$ cat config.mk
export PLATFORM = sky130hd
export DESIGN_NAME = congestion_window_sender
export DESIGN_NICKNAME = d
export VERILOG_FILES = /design/src/rtl/cws_pkg.sv /design/src/rtl/cws_ring.sv /design/src/rtl/cws_out_reg.sv /design/src/rtl/cws_engine.sv /design/src/rtl/congestion_window_sender.sv
export SDC_FILE = /design/constraint.sdc
export NUM_CORES = 2
export LEC_CHECK = 0
export ABC_AREA = 1
export BUFFER_PORTS_ARGS = -buffer_cell sky130_fd_sc_hd__buf_2
export CORE_MARGIN = 2
export CORE_UTILIZATION = 35
export DETAILED_ROUTE_END_ITERATION = 8
export PLACE_DENSITY = 0.48
export SETUP_SLACK_MARGIN = 0.4
export SLEW_MARGIN = 20
export SYNTH_ARGS = -nofsm -noshare
export SYNTH_HDL_FRONTEND = slang
export SYNTH_HIERARCHICAL = 1
export SYNTH_SLANG_ARGS = --single-unit
$ cat constraint.sdc
create_clock -name clk -period 6.3 [get_ports clk]
set_input_delay 0 -clock clk [delete_from_list [all_inputs] [get_ports clk]]
set_output_delay 0 -clock clk [all_outputs]
set_load 0.01 [all_outputs]
$ cat src/rtl/cws_pkg.sv
`timescale 1ns / 1ps

package cws_pkg;

  localparam int SEQ_W = 32;
  localparam int PAY_W = 12;
  localparam int WS_W  = 6;
  localparam int DUP_W = 3;

  // Event commands.
  localparam logic [1:0] CMD_START   = 2'd0;
  localparam logic [1:0] CMD_ACK     = 2'd1;
  localparam logic [1:0] CMD_TIMEOUT = 2'd2;
  localparam logic [1:0] CMD_NONE    = 2'd3;

  // Configuration register indexes.
  localparam logic CFG_PAYLOAD   = 1'b0;
  localparam logic CFG_FIXED_WIN = 1'b1;

  localparam logic [PAY_W-1:0] PAYLOAD_RESET = 12'd1024;
  localparam logic [DUP_W-1:0] DUP_MAX       = 3'd7;
  localparam logic [DUP_W-1:0] DUP_ACT       = 3'd3;

  typedef struct packed {
    logic [1:0]       cmd;
    logic [SEQ_W-1:0] total_bytes;
    logic [SEQ_W-1:0] ack_seq;
  } event_word_t;

  typedef struct packed {
    logic [SEQ_W-1:0] seq;
    logic [SEQ_W-1:0] byte_offset;
    logic [PAY_W-1:0] seg_bytes;
    logic             is_resend;
    logic             done_res;
    logic             last;
  } seg_word_t;

  // One ring entry: where a segment starts in the transfer and how long it is.
  typedef struct packed {
    logic [SEQ_W-1:0] offset;
    logic [PAY_W-1:0] length;
  } seg_entry_t;

  typedef struct packed {
    logic [WS_W-1:0] size;
    logic            slow_start;
    logic [WS_W-1:0] frac;
  } win_t;

  // Window growth after an event: one segment per event in slow start, one per
  // window's worth of events in congestion avoidance, capped at max_ws.
  function automatic win_t grow_window(win_t w, logic [SEQ_W-1:0] thr,
                                       logic [WS_W-1:0] max_ws);
    win_t r;
    r = w;
    if (w.size < max_ws) begin
      if (w.slow_start) begin
        r.size = w.size + 1'b1;
        if (SEQ_W'(r.size) >= thr) begin
          r.slow_start = 1'b0;
          r.frac       = '0;
        end
      end else begin
        r.frac = w.frac + 1'b1;
        if (r.frac == w.size) begin
          r.size = w.size + 1'b1;
          r.frac = '0;
        end
      end
    end
    return r;
  endfunction

endpackage

$ cat src/rtl/cws_ring.sv
`timescale 1ns / 1ps

module cws_ring #(
  parameter int DEPTH = 32,
  parameter int AW    = 5
) (
  input  logic                clk,
  input  logic                we,
  input  logic [AW-1:0]       waddr,
  input  cws_pkg::seg_entry_t wdata,
  input  logic                re,
  input  logic [AW-1:0]       raddr,
  output cws_pkg::seg_entry_t rdata
);
  import cws_pkg::*;

  seg_entry_t mem [DEPTH];

  always_ff @(posedge clk) begin
    if (we) begin
      mem[waddr] <= wdata;
    end
    if (re) begin
      rdata <= mem[raddr];
    end
  end

endmodule

$ cat src/rtl/cws_out_reg.sv
`timescale 1ns / 1ps

module cws_out_reg (
  input  logic               clk,
  input  logic               rst,
  input  logic               load_valid,
  input  cws_pkg::seg_word_t load_word,
  output logic               load_ready,
  output logic               valid,
  output cws_pkg::seg_word_t word,
  input  logic               stall
);
  import cws_pkg::*;

  // A new word may enter when the register is empty or its word leaves now.
  assign load_ready = !valid || !stall;

  always_ff @(posedge clk) begin
    if (rst) begin
      valid <= 1'b0;
    end else if (load_ready) begin
      valid <= load_valid;
    end
    if (load_ready && load_valid) begin
      word <= load_word;
    end
  end

endmodule

$ cat src/rtl/cws_engine.sv
`timescale 1ns / 1ps

module cws_engine #(
  parameter int MAX_SEG = 32,
  parameter int SW      = 5,
  parameter int OW      = 6
) (
  input  logic                       clk,
  input  logic                       rst,
  input  logic                       ev_valid,
  input  cws_pkg::event_word_t       ev_word,
  output logic                       ev_stall,
  input  logic [cws_pkg::PAY_W-1:0]  pay,
  input  logic [cws_pkg::WS_W-1:0]   fw,
  output logic                       emit_valid,
  output cws_pkg::seg_word_t         emit_word,
  input  logic                       emit_ready,
  output logic                       mem_we,
  output logic [SW-1:0]              mem_waddr,
  output cws_pkg::seg_entry_t        mem_wdata,
  output logic                       mem_re,
  output logic [SW-1:0]              mem_raddr,
  input  cws_pkg::seg_entry_t        mem_rdata
);
  import cws_pkg::*;

  typedef enum logic [2:0] {S_IDLE, S_EVT, S_UPD, S_RSND, S_SEND, S_DONE} state_t;

  state_t           state;
  logic [1:0]       cmd_r;
  logic [SEQ_W-1:0] ack_r;
  logic [SEQ_W-1:0] total_r;
  logic [SEQ_W-1:0] base;
  logic [SEQ_W-1:0] nseq;
  logic [SEQ_W-1:0] thr;
  logic [SEQ_W-1:0] ack_last;
  logic [SEQ_W-1:0] bq;
  logic [SEQ_W-1:0] rem;
  logic [OW-1:0]    out_cnt;
  logic [SW-1:0]    base_slot;
  logic [SW-1:0]    next_slot;
  win_t             win;
  logic [DUP_W-1:0] dup;
  logic             dup3_r;
  logic             ack_ge_r;
  logic             resend_r;
  logic [SEQ_W-1:0] ack_dist_r;
  logic [SEQ_W-1:0] rdist_r;
  logic [SEQ_W-1:0] rseq_r;

  logic             ack_same;
  logic [DUP_W-1:0] dup_inc;
  logic             rs_ok;
  logic             ack_in;
  logic [OW-1:0]    adv;
  logic [WS_W-1:0]  size_h;
  logic [SEQ_W-1:0] thr_n;
  win_t             w_pre;
  win_t             w_mid;
  win_t             w_fin;
  logic [SW-1:0]    r_slot;
  logic [SW-1:0]    slide_slot;
  logic [SW-1:0]    next_slot_inc;
  logic             send_more;
  logic             more_after;
  logic             done_now;
  logic [PAY_W-1:0] seg_len;
  logic             fire;

  // Ring slot of (s + d) where s is a slot and d is at most MAX_SEG.
  function automatic logic [SW-1:0] slot_add(logic [SW-1:0] s, logic [OW-1:0] d);
    logic [OW:0] t;
    t = (OW+1)'(s) + (OW+1)'(d);
    if (t >= (OW+1)'(MAX_SEG)) begin
      t = t - (OW+1)'(MAX_SEG);
    end
    return t[SW-1:0];
  endfunction

  always_comb begin
    ack_same = (ack_r == ack_last);
    dup_inc  = (dup < DUP_MAX) ? dup + 1'b1 : dup;

    // Outstanding counts never exceed the window cap, so distances compare
    // against the narrow count once their upper bits are known to be zero.
    rs_ok  = ((rdist_r >> OW) == '0) && (rdist_r[OW-1:0] < out_cnt);
    ack_in = ((ack_dist_r >> OW) == '0) && (ack_dist_r[OW-1:0] < out_cnt);
    adv    = ack_in ? ack_dist_r[OW-1:0] + 1'b1 : out_cnt;
    size_h = WS_W'(({1'b0, win.size} + 7'd1) >> 1);

    unique case (cmd_r)
      CMD_TIMEOUT: begin
        thr_n = SEQ_W'(win.size >> 1);
        w_pre = '{size: WS_W'(1), slow_start: 1'b1, frac: win.frac};
      end
      default: begin
        if (dup3_r) begin
          thr_n = SEQ_W'(size_h);
          w_pre = '{size: size_h, slow_start: 1'b0, frac: '0};
        end else begin
          thr_n = thr;
          w_pre = win;
        end
      end
    endcase
    w_mid = grow_window(w_pre, thr_n, WS_W'(MAX_SEG));
    w_fin = (cmd_r == CMD_START) ? win : w_mid;
    if (fw != '0) begin
      w_fin.size = fw;
    end

    r_slot        = slot_add(base_slot, rdist_r[OW-1:0]);
    slide_slot    = slot_add(base_slot, adv);
    next_slot_inc = (next_slot == SW'(MAX_SEG - 1)) ? '0 : next_slot + 1'b1;

    send_more  = (WS_W'(out_cnt) < win.size) && (rem != '0);
    more_after = ((WS_W'(out_cnt) + 1'b1) < win.size) && (rem > SEQ_W'(pay));
    done_now   = (rem == '0) && (out_cnt == '0);
    seg_len    = (rem >= SEQ_W'(pay)) ? pay : rem[PAY_W-1:0];

    emit_valid = 1'b0;
    emit_word  = '0;
    unique case (state)
      S_RSND: begin
        emit_valid            = resend_r;
        emit_word.seq         = rseq_r;
        emit_word.byte_offset = mem_rdata.offset;
        emit_word.seg_bytes   = mem_rdata.length;
        emit_word.is_resend   = 1'b1;
        emit_word.last        = !send_more && !done_now;
      end
      S_SEND: begin
        emit_valid            = send_more;
        emit_word.seq         = nseq;
        emit_word.byte_offset = bq;
        emit_word.seg_bytes   = seg_len;
        emit_word.last        = !more_after;
      end
      S_DONE: begin
        emit_valid         = 1'b1;
        emit_word.done_res = 1'b1;
        emit_word.last     = 1'b1;
      end
      default: begin
        emit_valid = 1'b0;
      end
    endcase
    fire = emit_valid && emit_ready;
  end

  assign ev_stall  = (state != S_IDLE);
  assign mem_we    = (state == S_SEND) && fire;
  assign mem_waddr = next_slot;
  assign mem_wdata = '{offset: bq, length: seg_len};
  assign mem_re    = (state == S_UPD);
  assign mem_raddr = r_slot;

  always_ff @(posedge clk) begin
    if (rst) begin
      state     <= S_IDLE;
      base      <= SEQ_W'(1);
      nseq      <= SEQ_W'(1);
      out_cnt   <= '0;
      base_slot <= SW'(1);
      next_slot <= SW'(1);
      win       <= '{size: WS_W'(1), slow_start: 1'b1, frac: '0};
      thr       <= '1;
      ack_last  <= '0;
      dup       <= '0;
      bq        <= '0;
      rem       <= '0;
    end else begin
      unique case (state)
        S_IDLE: begin
          if (ev_valid) begin
            cmd_r   <= ev_word.cmd;
            ack_r   <= ev_word.ack_seq;
            total_r <= ev_word.total_bytes;
            if (ev_word.cmd != CMD_NONE) begin
              state <= S_EVT;
            end
          end
        end
        S_EVT: begin
          if (cmd_r == CMD_ACK) begin
            if (ack_same) begin
              dup <= dup_inc;
            end else begin
              ack_last <= ack_r;
              dup      <= '0;
            end
          end
          dup3_r     <= (cmd_r == CMD_ACK) && ack_same && (dup_inc == DUP_ACT);
          ack_dist_r <= ack_r - base;
          ack_ge_r   <= (ack_r >= base);
          rdist_r    <= (cmd_r == CMD_TIMEOUT) ? '0 : ack_r - base + 1'b1;
          state      <= S_UPD;
        end
        S_UPD: begin
          resend_r <= (cmd_r == CMD_TIMEOUT || dup3_r) && rs_ok;
          rseq_r   <= base + rdist_r;
          win      <= w_fin;
          unique case (cmd_r)
            CMD_START: begin
              rem <= total_r;
              bq  <= '0;
            end
            CMD_TIMEOUT: begin
              thr <= thr_n;
            end
            default: begin
              if (dup3_r) begin
                thr <= thr_n;
              end else if (ack_ge_r) begin
                base      <= base + SEQ_W'(adv);
                out_cnt   <= out_cnt - adv;
                base_slot <= slide_slot;
              end
            end
          endcase
          state <= S_RSND;
        end
        S_RSND: begin
          if (!resend_r || emit_ready) begin
            state <= S_SEND;
          end
        end
        S_SEND: begin
          if (send_more) begin
            if (fire) begin
              bq        <= bq + SEQ_W'(seg_len);
              rem       <= rem - SEQ_W'(seg_len);
              nseq      <= nseq + 1'b1;
              out_cnt   <= out_cnt + 1'b1;
              next_slot <= next_slot_inc;
            end
          end else if (done_now) begin
            state <= S_DONE;
          end else begin
            state <= S_IDLE;
          end
        end
        S_DONE: begin
          if (emit_ready) begin
            state <= S_IDLE;
          end
        end
        default: begin
          state <= S_IDLE;
        end
      endcase
    end
  end

endmodule

$ cat src/rtl/congestion_window_sender.sv
`timescale 1ns / 1ps

// Channel   Signals                              Direction  Word
// event     event_valid, event_stall, event_word  in        cmd, total_bytes, ack_seq
// segment   seg_valid, seg_stall, seg_word        out       seq, offset, length, flags
// config    cfg_write, cfg_index, cfg_data        in        payload size, fixed window
//
// An event word passes through its bookkeeping states in order (accept, ack compare,
// window update, resend slot, send exit check); a resend word leaves in the resend
// slot, new segments and the done word leave from the send and done states, at one
// result word per cycle while the segment output does not stall.
// Reset is synchronous and active high; it restores the window state, while the
// ring holds whatever it held. A stalled segment output holds the engine, and no
// new event word is taken until the current one has finished.

module congestion_window_sender #(
  parameter int MAX_WINDOW_SEGMENTS = 32
) (
  input  logic                          clk,
  input  logic                          rst,
  input  logic                          event_valid,
  input  cws_pkg::event_word_t          event_word,
  output logic                          event_stall,
  output logic                          seg_valid,
  output cws_pkg::seg_word_t            seg_word,
  input  logic                          seg_stall,
  input  logic                          cfg_write,
  input  logic                          cfg_index,
  input  logic [cws_pkg::PAY_W-1:0]     cfg_data
);
  import cws_pkg::*;

  // Ring slot index width, and the width of the outstanding-segment count,
  // which can reach the full window.
  localparam int SLOT_W = (MAX_WINDOW_SEGMENTS > 1) ? $clog2(MAX_WINDOW_SEGMENTS) : 1;
  localparam int CNT_W  = $clog2(MAX_WINDOW_SEGMENTS + 1);

  logic [PAY_W-1:0] payload_bytes;
  logic [WS_W-1:0]  fixed_window;
  logic [PAY_W-1:0] pay_eff;
  logic [WS_W-1:0]  fw_eff;

  logic             emit_valid;
  seg_word_t        emit_word;
  logic             emit_ready;
  logic             mem_we;
  logic [SLOT_W-1:0] mem_waddr;
  seg_entry_t       mem_wdata;
  logic             mem_re;
  logic [SLOT_W-1:0] mem_raddr;
  seg_entry_t       mem_rdata;

  // Configuration registers. A zero payload size behaves as one byte, and a
  // fixed window larger than the ring is clipped to the ring size.
  always_ff @(posedge clk) begin
    if (rst) begin
      payload_bytes <= PAYLOAD_RESET;
      fixed_window  <= '0;
    end else if (cfg_write) begin
      unique case (cfg_index)
        CFG_PAYLOAD:   payload_bytes <= cfg_data;
        CFG_FIXED_WIN: fixed_window  <= cfg_data[WS_W-1:0];
        default:       payload_bytes <= payload_bytes;
      endcase
    end
  end

  assign pay_eff = (payload_bytes == '0) ? PAY_W'(1) : payload_bytes;
  assign fw_eff  = (fixed_window > WS_W'(MAX_WINDOW_SEGMENTS)) ?
                   WS_W'(MAX_WINDOW_SEGMENTS) : fixed_window;

  // Window and sequence bookkeeping; issues one result word per cycle while sending, unless held by a stalled output.
  cws_engine #(
    .MAX_SEG (MAX_WINDOW_SEGMENTS),
    .SW      (SLOT_W),
    .OW      (CNT_W)
  ) u_engine (
    .clk        (clk),
    .rst        (rst),
    .ev_valid   (event_valid),
    .ev_word    (event_word),
    .ev_stall   (event_stall),
    .pay        (pay_eff),
    .fw         (fw_eff),
    .emit_valid (emit_valid),
    .emit_word  (emit_word),
    .emit_ready (emit_ready),
    .mem_we     (mem_we),
    .mem_waddr  (mem_waddr),
    .mem_wdata  (mem_wdata),
    .mem_re     (mem_re),
    .mem_raddr  (mem_raddr),
    .mem_rdata  (mem_rdata)
  );

  // Ring of segment offsets and lengths, indexed by sequence number modulo
  // the ring size; read on every event update, but used only for retransmissions.
  cws_ring #(
    .DEPTH (MAX_WINDOW_SEGMENTS),
    .AW    (SLOT_W)
  ) u_ring (
    .clk   (clk),
    .we    (mem_we),
    .waddr (mem_waddr),
    .wdata (mem_wdata),
    .re    (mem_re),
    .raddr (mem_raddr),
    .rdata (mem_rdata)
  );

  // Output register between the engine and the segment channel.
  cws_out_reg u_out (
    .clk        (clk),
    .rst        (rst),
    .load_valid (emit_valid),
    .load_word  (emit_word),
    .load_ready (emit_ready),
    .valid      (seg_valid),
    .word       (seg_word),
    .stall      (seg_stall)
  );

`ifndef SYNTHESIS
  // A completion word carries no segment and always closes its event.
  a_done_shape: assert property (@(posedge clk) disable iff (rst)
    seg_valid && seg_word.done_res |->
      seg_word.last && !seg_word.is_resend && seg_word.seg_bytes == '0)
    else $error("done word with segment fields or without last");

  // Every segment, new or resent, carries at least one byte.
  a_seg_len: assert property (@(posedge clk) disable iff (rst)
    seg_valid && !seg_word.done_res |-> seg_word.seg_bytes != '0)
    else $error("segment word with zero length");

  // Once a real event is taken, the input is held off while it is processed.
  a_busy_after_event: assert property (@(posedge clk) disable iff (rst)
    event_valid && !event_stall && event_word.cmd != CMD_NONE |=> event_stall)
    else $error("event input not held off after accepting an event");
`endif

endmodule

==> metrics <==
status complete, no violations; hold path start cfg_data[5]; DR vias approximately 66k; Final period util between 80% and 90%; Critical Path Start Type flip-flop; max-slew violation count 0; filler cell count about 24k; CTS tree built; Max Clk Rate around 0.18 GHz; Setup Skew 58.4 ps; Hold Vio Cnt, Final 0; placed insts 12.0k; final WL 308,000 µm; simple-gate share of the synthesized area a little under a quarter; layout cells sized above 1 approximately 8.1%; Post-synth top flop edfxtp_1; EDFF count, synth 1,696; total CTS buffers ~210; hold endpoint payload_bytes[5]; Ys Warns 6; commonest non-fill, non-tap cell in the layout nand2_1; clk_lat worst skew approximately 900 ps; Worst R2R Path Depth 23; PortBufs ~160; Non-Filler Instances between 10k and 15k; Final #Nets approximately 9.4k; DRC viols 0; Worst-path clk slew roughly 60 ps; gr ovfl total 0; Synth cell types between 50 and 60; critical path peak fanout 34; Leak Pwr a little under 40 nW; adder-cell share of the synthesized area 2.42%; reg2reg end u_engine/bq[12]; post-synthesis mux area share 0%; area of the mapped netlist between 80,000 and 90,000 µm²; area delta synth->final 15.7%; clk root buf clkbuf_16; Via-to-Cell Ratio 5.19; compound-cell area share of the yosys netlist approximately 4.4%; unrepaired setup endpoints after global routing false; crit path DAT between 6000 and 7000 ps; post-route ant nets 0; Die Height 505 µm; initial antenna violation count 9; Pwr Density 359 nW/µm²; final core occ about two fifths; Worst Setup End Kind flip-flop; max reg flops 1,408; Critical path origin payload_bytes[10]; worst r2r src payload_bytes[10]; DIE AREA ~250,000 µm²; total power between 0.03 and 0.04 W; max cap viols 0; Regs by FF count u_ring/mem x1408, u_out/word x79, u_ring/rdata x44; xor and xnor area share after synthesis under 10%; #FFs+latches synth 1,942; Rows 183; I/O pin count 165; post-synthesis sequential area ratio a little under two thirds; RD Place Congestion ~0.9; first-pass GRT wire length about 440,000 µm; HP Class input port to flip-flop; hold depth 4; Worst Hold Slack approximately 120 ps; vias in the first global route approximately 63k; hpwl dp around 180,000 µm; Core Box Area around 250,000 µm²; GRT Total Usage a little under a quarter; Synth Area per Inst 9.97 µm²; Top reg by flops u_ring/mem; WL/cell 24.4 µm; Final setup viols 0; main combinational cell family by area after synthesis simple AND/OR/NAND/NOR gates; initial drt markers approximately 5.7k; Slew Limit Headroom around a fifth; most frequent cells in the layout nand2_1 (2,924), edfxtp_1 (1,696), nand3_1 (1,252); Min Clock Period, post-route between 5000 and 6000 ps; die width 505 µm; CTS max path bufs 3; H-tree depth 4; worst endpoint required time about 7000 ps; register-to-register setup slack around 890 ps; largest net degree at the start of global routing around 170; setup TNS 0 ps; Synth Net Count 9,047; Mapped Cells 8,798; worst slew pin tran ~1200 ps; critical path class flip-flop to flip-flop; VDD IR max ~0.24 mV; Clock Sinks a little under 2k; post-synthesis async set-or-reset flop share 0%; first-pass iteration count of the detailed router 8; Initial Util 35.2%
area by class of cell:
cell class              instances  area [µm²]  share of cell area (%)
clock buffers                 264        5520                    5.44
repair buffers                509        4320                    4.25
inverters                     531        2040                    2.01
clock inverters               131        1270                    1.25
well taps                    3330        4170                    4.10
repair inverters                1        5.00                 0.00493
multi-input cells            5914       28300                    27.9
diodes                         21        52.6                  0.0518
flip-flops and latches       1942       55900                    55.0
worst max-delay path: stages (launching register included):
cell,delay (ps)
dfxtp_1,360
nor2_1,70
and2_0,150
nand2_1,60
nand2_1,70
ha_1,280
nand2_1,70
nor4_1,510
nand4_1,230
nand2_2,410
o21ai_0,410
inv_1,140
buf_4,330
ha_1,320
a21oi_1,260
nand2_1,190
nand2_1,100
nand2_1,130
a21boi_0,460
o21ai_0,280
xnor2_1,200
nor2_1,50
nand2_1,80
a21oi_1,80
how the worst max path moves through the flow:
stage,endpoint
after global placement,u_engine/rem[10]
after CTS,u_engine/bq[12]
after detailed placement,u_engine/rem[20]
after floorplan,u_out/word[0]
after global routing,u_engine/bq[12]
final,u_engine/bq[12]
routing by layer:
metal | vias to the layer above | wire, µm | GRT usage (%)
met2 | 1931 | 149000 | 39.8
met5 | - | 0 | 0
li1 | 30800 | - | -
met4 | 0 | 7950 | 6.38
met3 | 347 | 15300 | 2.51
met1 | 32600 | 136000 | 32.2
cells in the mapped netlist, types with 6 or more instances:
library cell / n / area share (%)
ha_1: 157 / 2.2
edfxtp_1: 1696 / 58
buf_1: 35 / 0.15
a211oi_1: 14 / 0.12
nor3_1: 82 / 0.47
nand3b_1: 15 / 0.13
inv_2: 16 / 0.068
a32o_1: 12 / 0.14
a21boi_0: 8 / 0.068
a21oi_1: 278 / 1.6
xor2_1: 87 / 0.87
clkbuf_1: 131 / 0.56
nand4_1: 81 / 0.58
nand3_1: 1252 / 7.1
nor3b_1: 6 / 0.051
nor2_2: 9 / 0.064
a21o_1: 10 / 0.086
a22o_1: 13 / 0.13
nand2_1: 2925 / 13
dfxtp_1: 246 / 5.6
nor2_1: 458 / 2.0
buf_2: 197 / 1.1
or2_2: 16 / 0.11
xnor2_1: 53 / 0.53
o21ai_0: 274 / 1.6
o21bai_1: 8 / 0.068
nand2_2: 9 / 0.064
and2_1: 6 / 0.043
inv_1: 512 / 2.2
fa_1: 8 / 0.18
a31oi_1: 12 / 0.086
o211ai_1: 22 / 0.19
nor4_1: 43 / 0.31
o21a_1: 7 / 0.060
buf_4: 43 / 0.37
o21ai_1: 13 / 0.074
report_power, final:
| part | switching (W) | internal, W | leakage, nW |
|---|---|---|---|
| Combinational | 0.00635 | 0.00236 | 17.8 |
| Sequential | 0.000299 | 0.0152 | 18.1 |
| Clock | 0.00535 | 0.00689 | 3.29 |
what timing repair did:
item	CTS	global route
pin swaps	0	0
cloned	1	0
buffers inserted	2	0
resized for setup	2	2
setup endpoints to repair	3	15
hold buffers	181	0
hold endpoints to repair	287	0
cell families (layout without fill, tap and decap cells):
family,Yosys count,count (layout)
AOI/OAI and AO/OA,692,692
xor gates and xnor gates,140,140
adders and majority gates,165,165
buffers and inverters,942,1436
DFF,1942,1942
other,0,21
and+or+nand+nor,4917,4917
per-stage QoR:
step	setup WS [ps]	cell area, µm²
6_report	887	102000
5_1_grt	459	101000
3_3_place_gp	520	92800
3_5_place_dp	394	92800
2_1_floorplan	483	87700
4_1_cts	560	101000
Note: power is estimated with default switching activity, not from simulation.
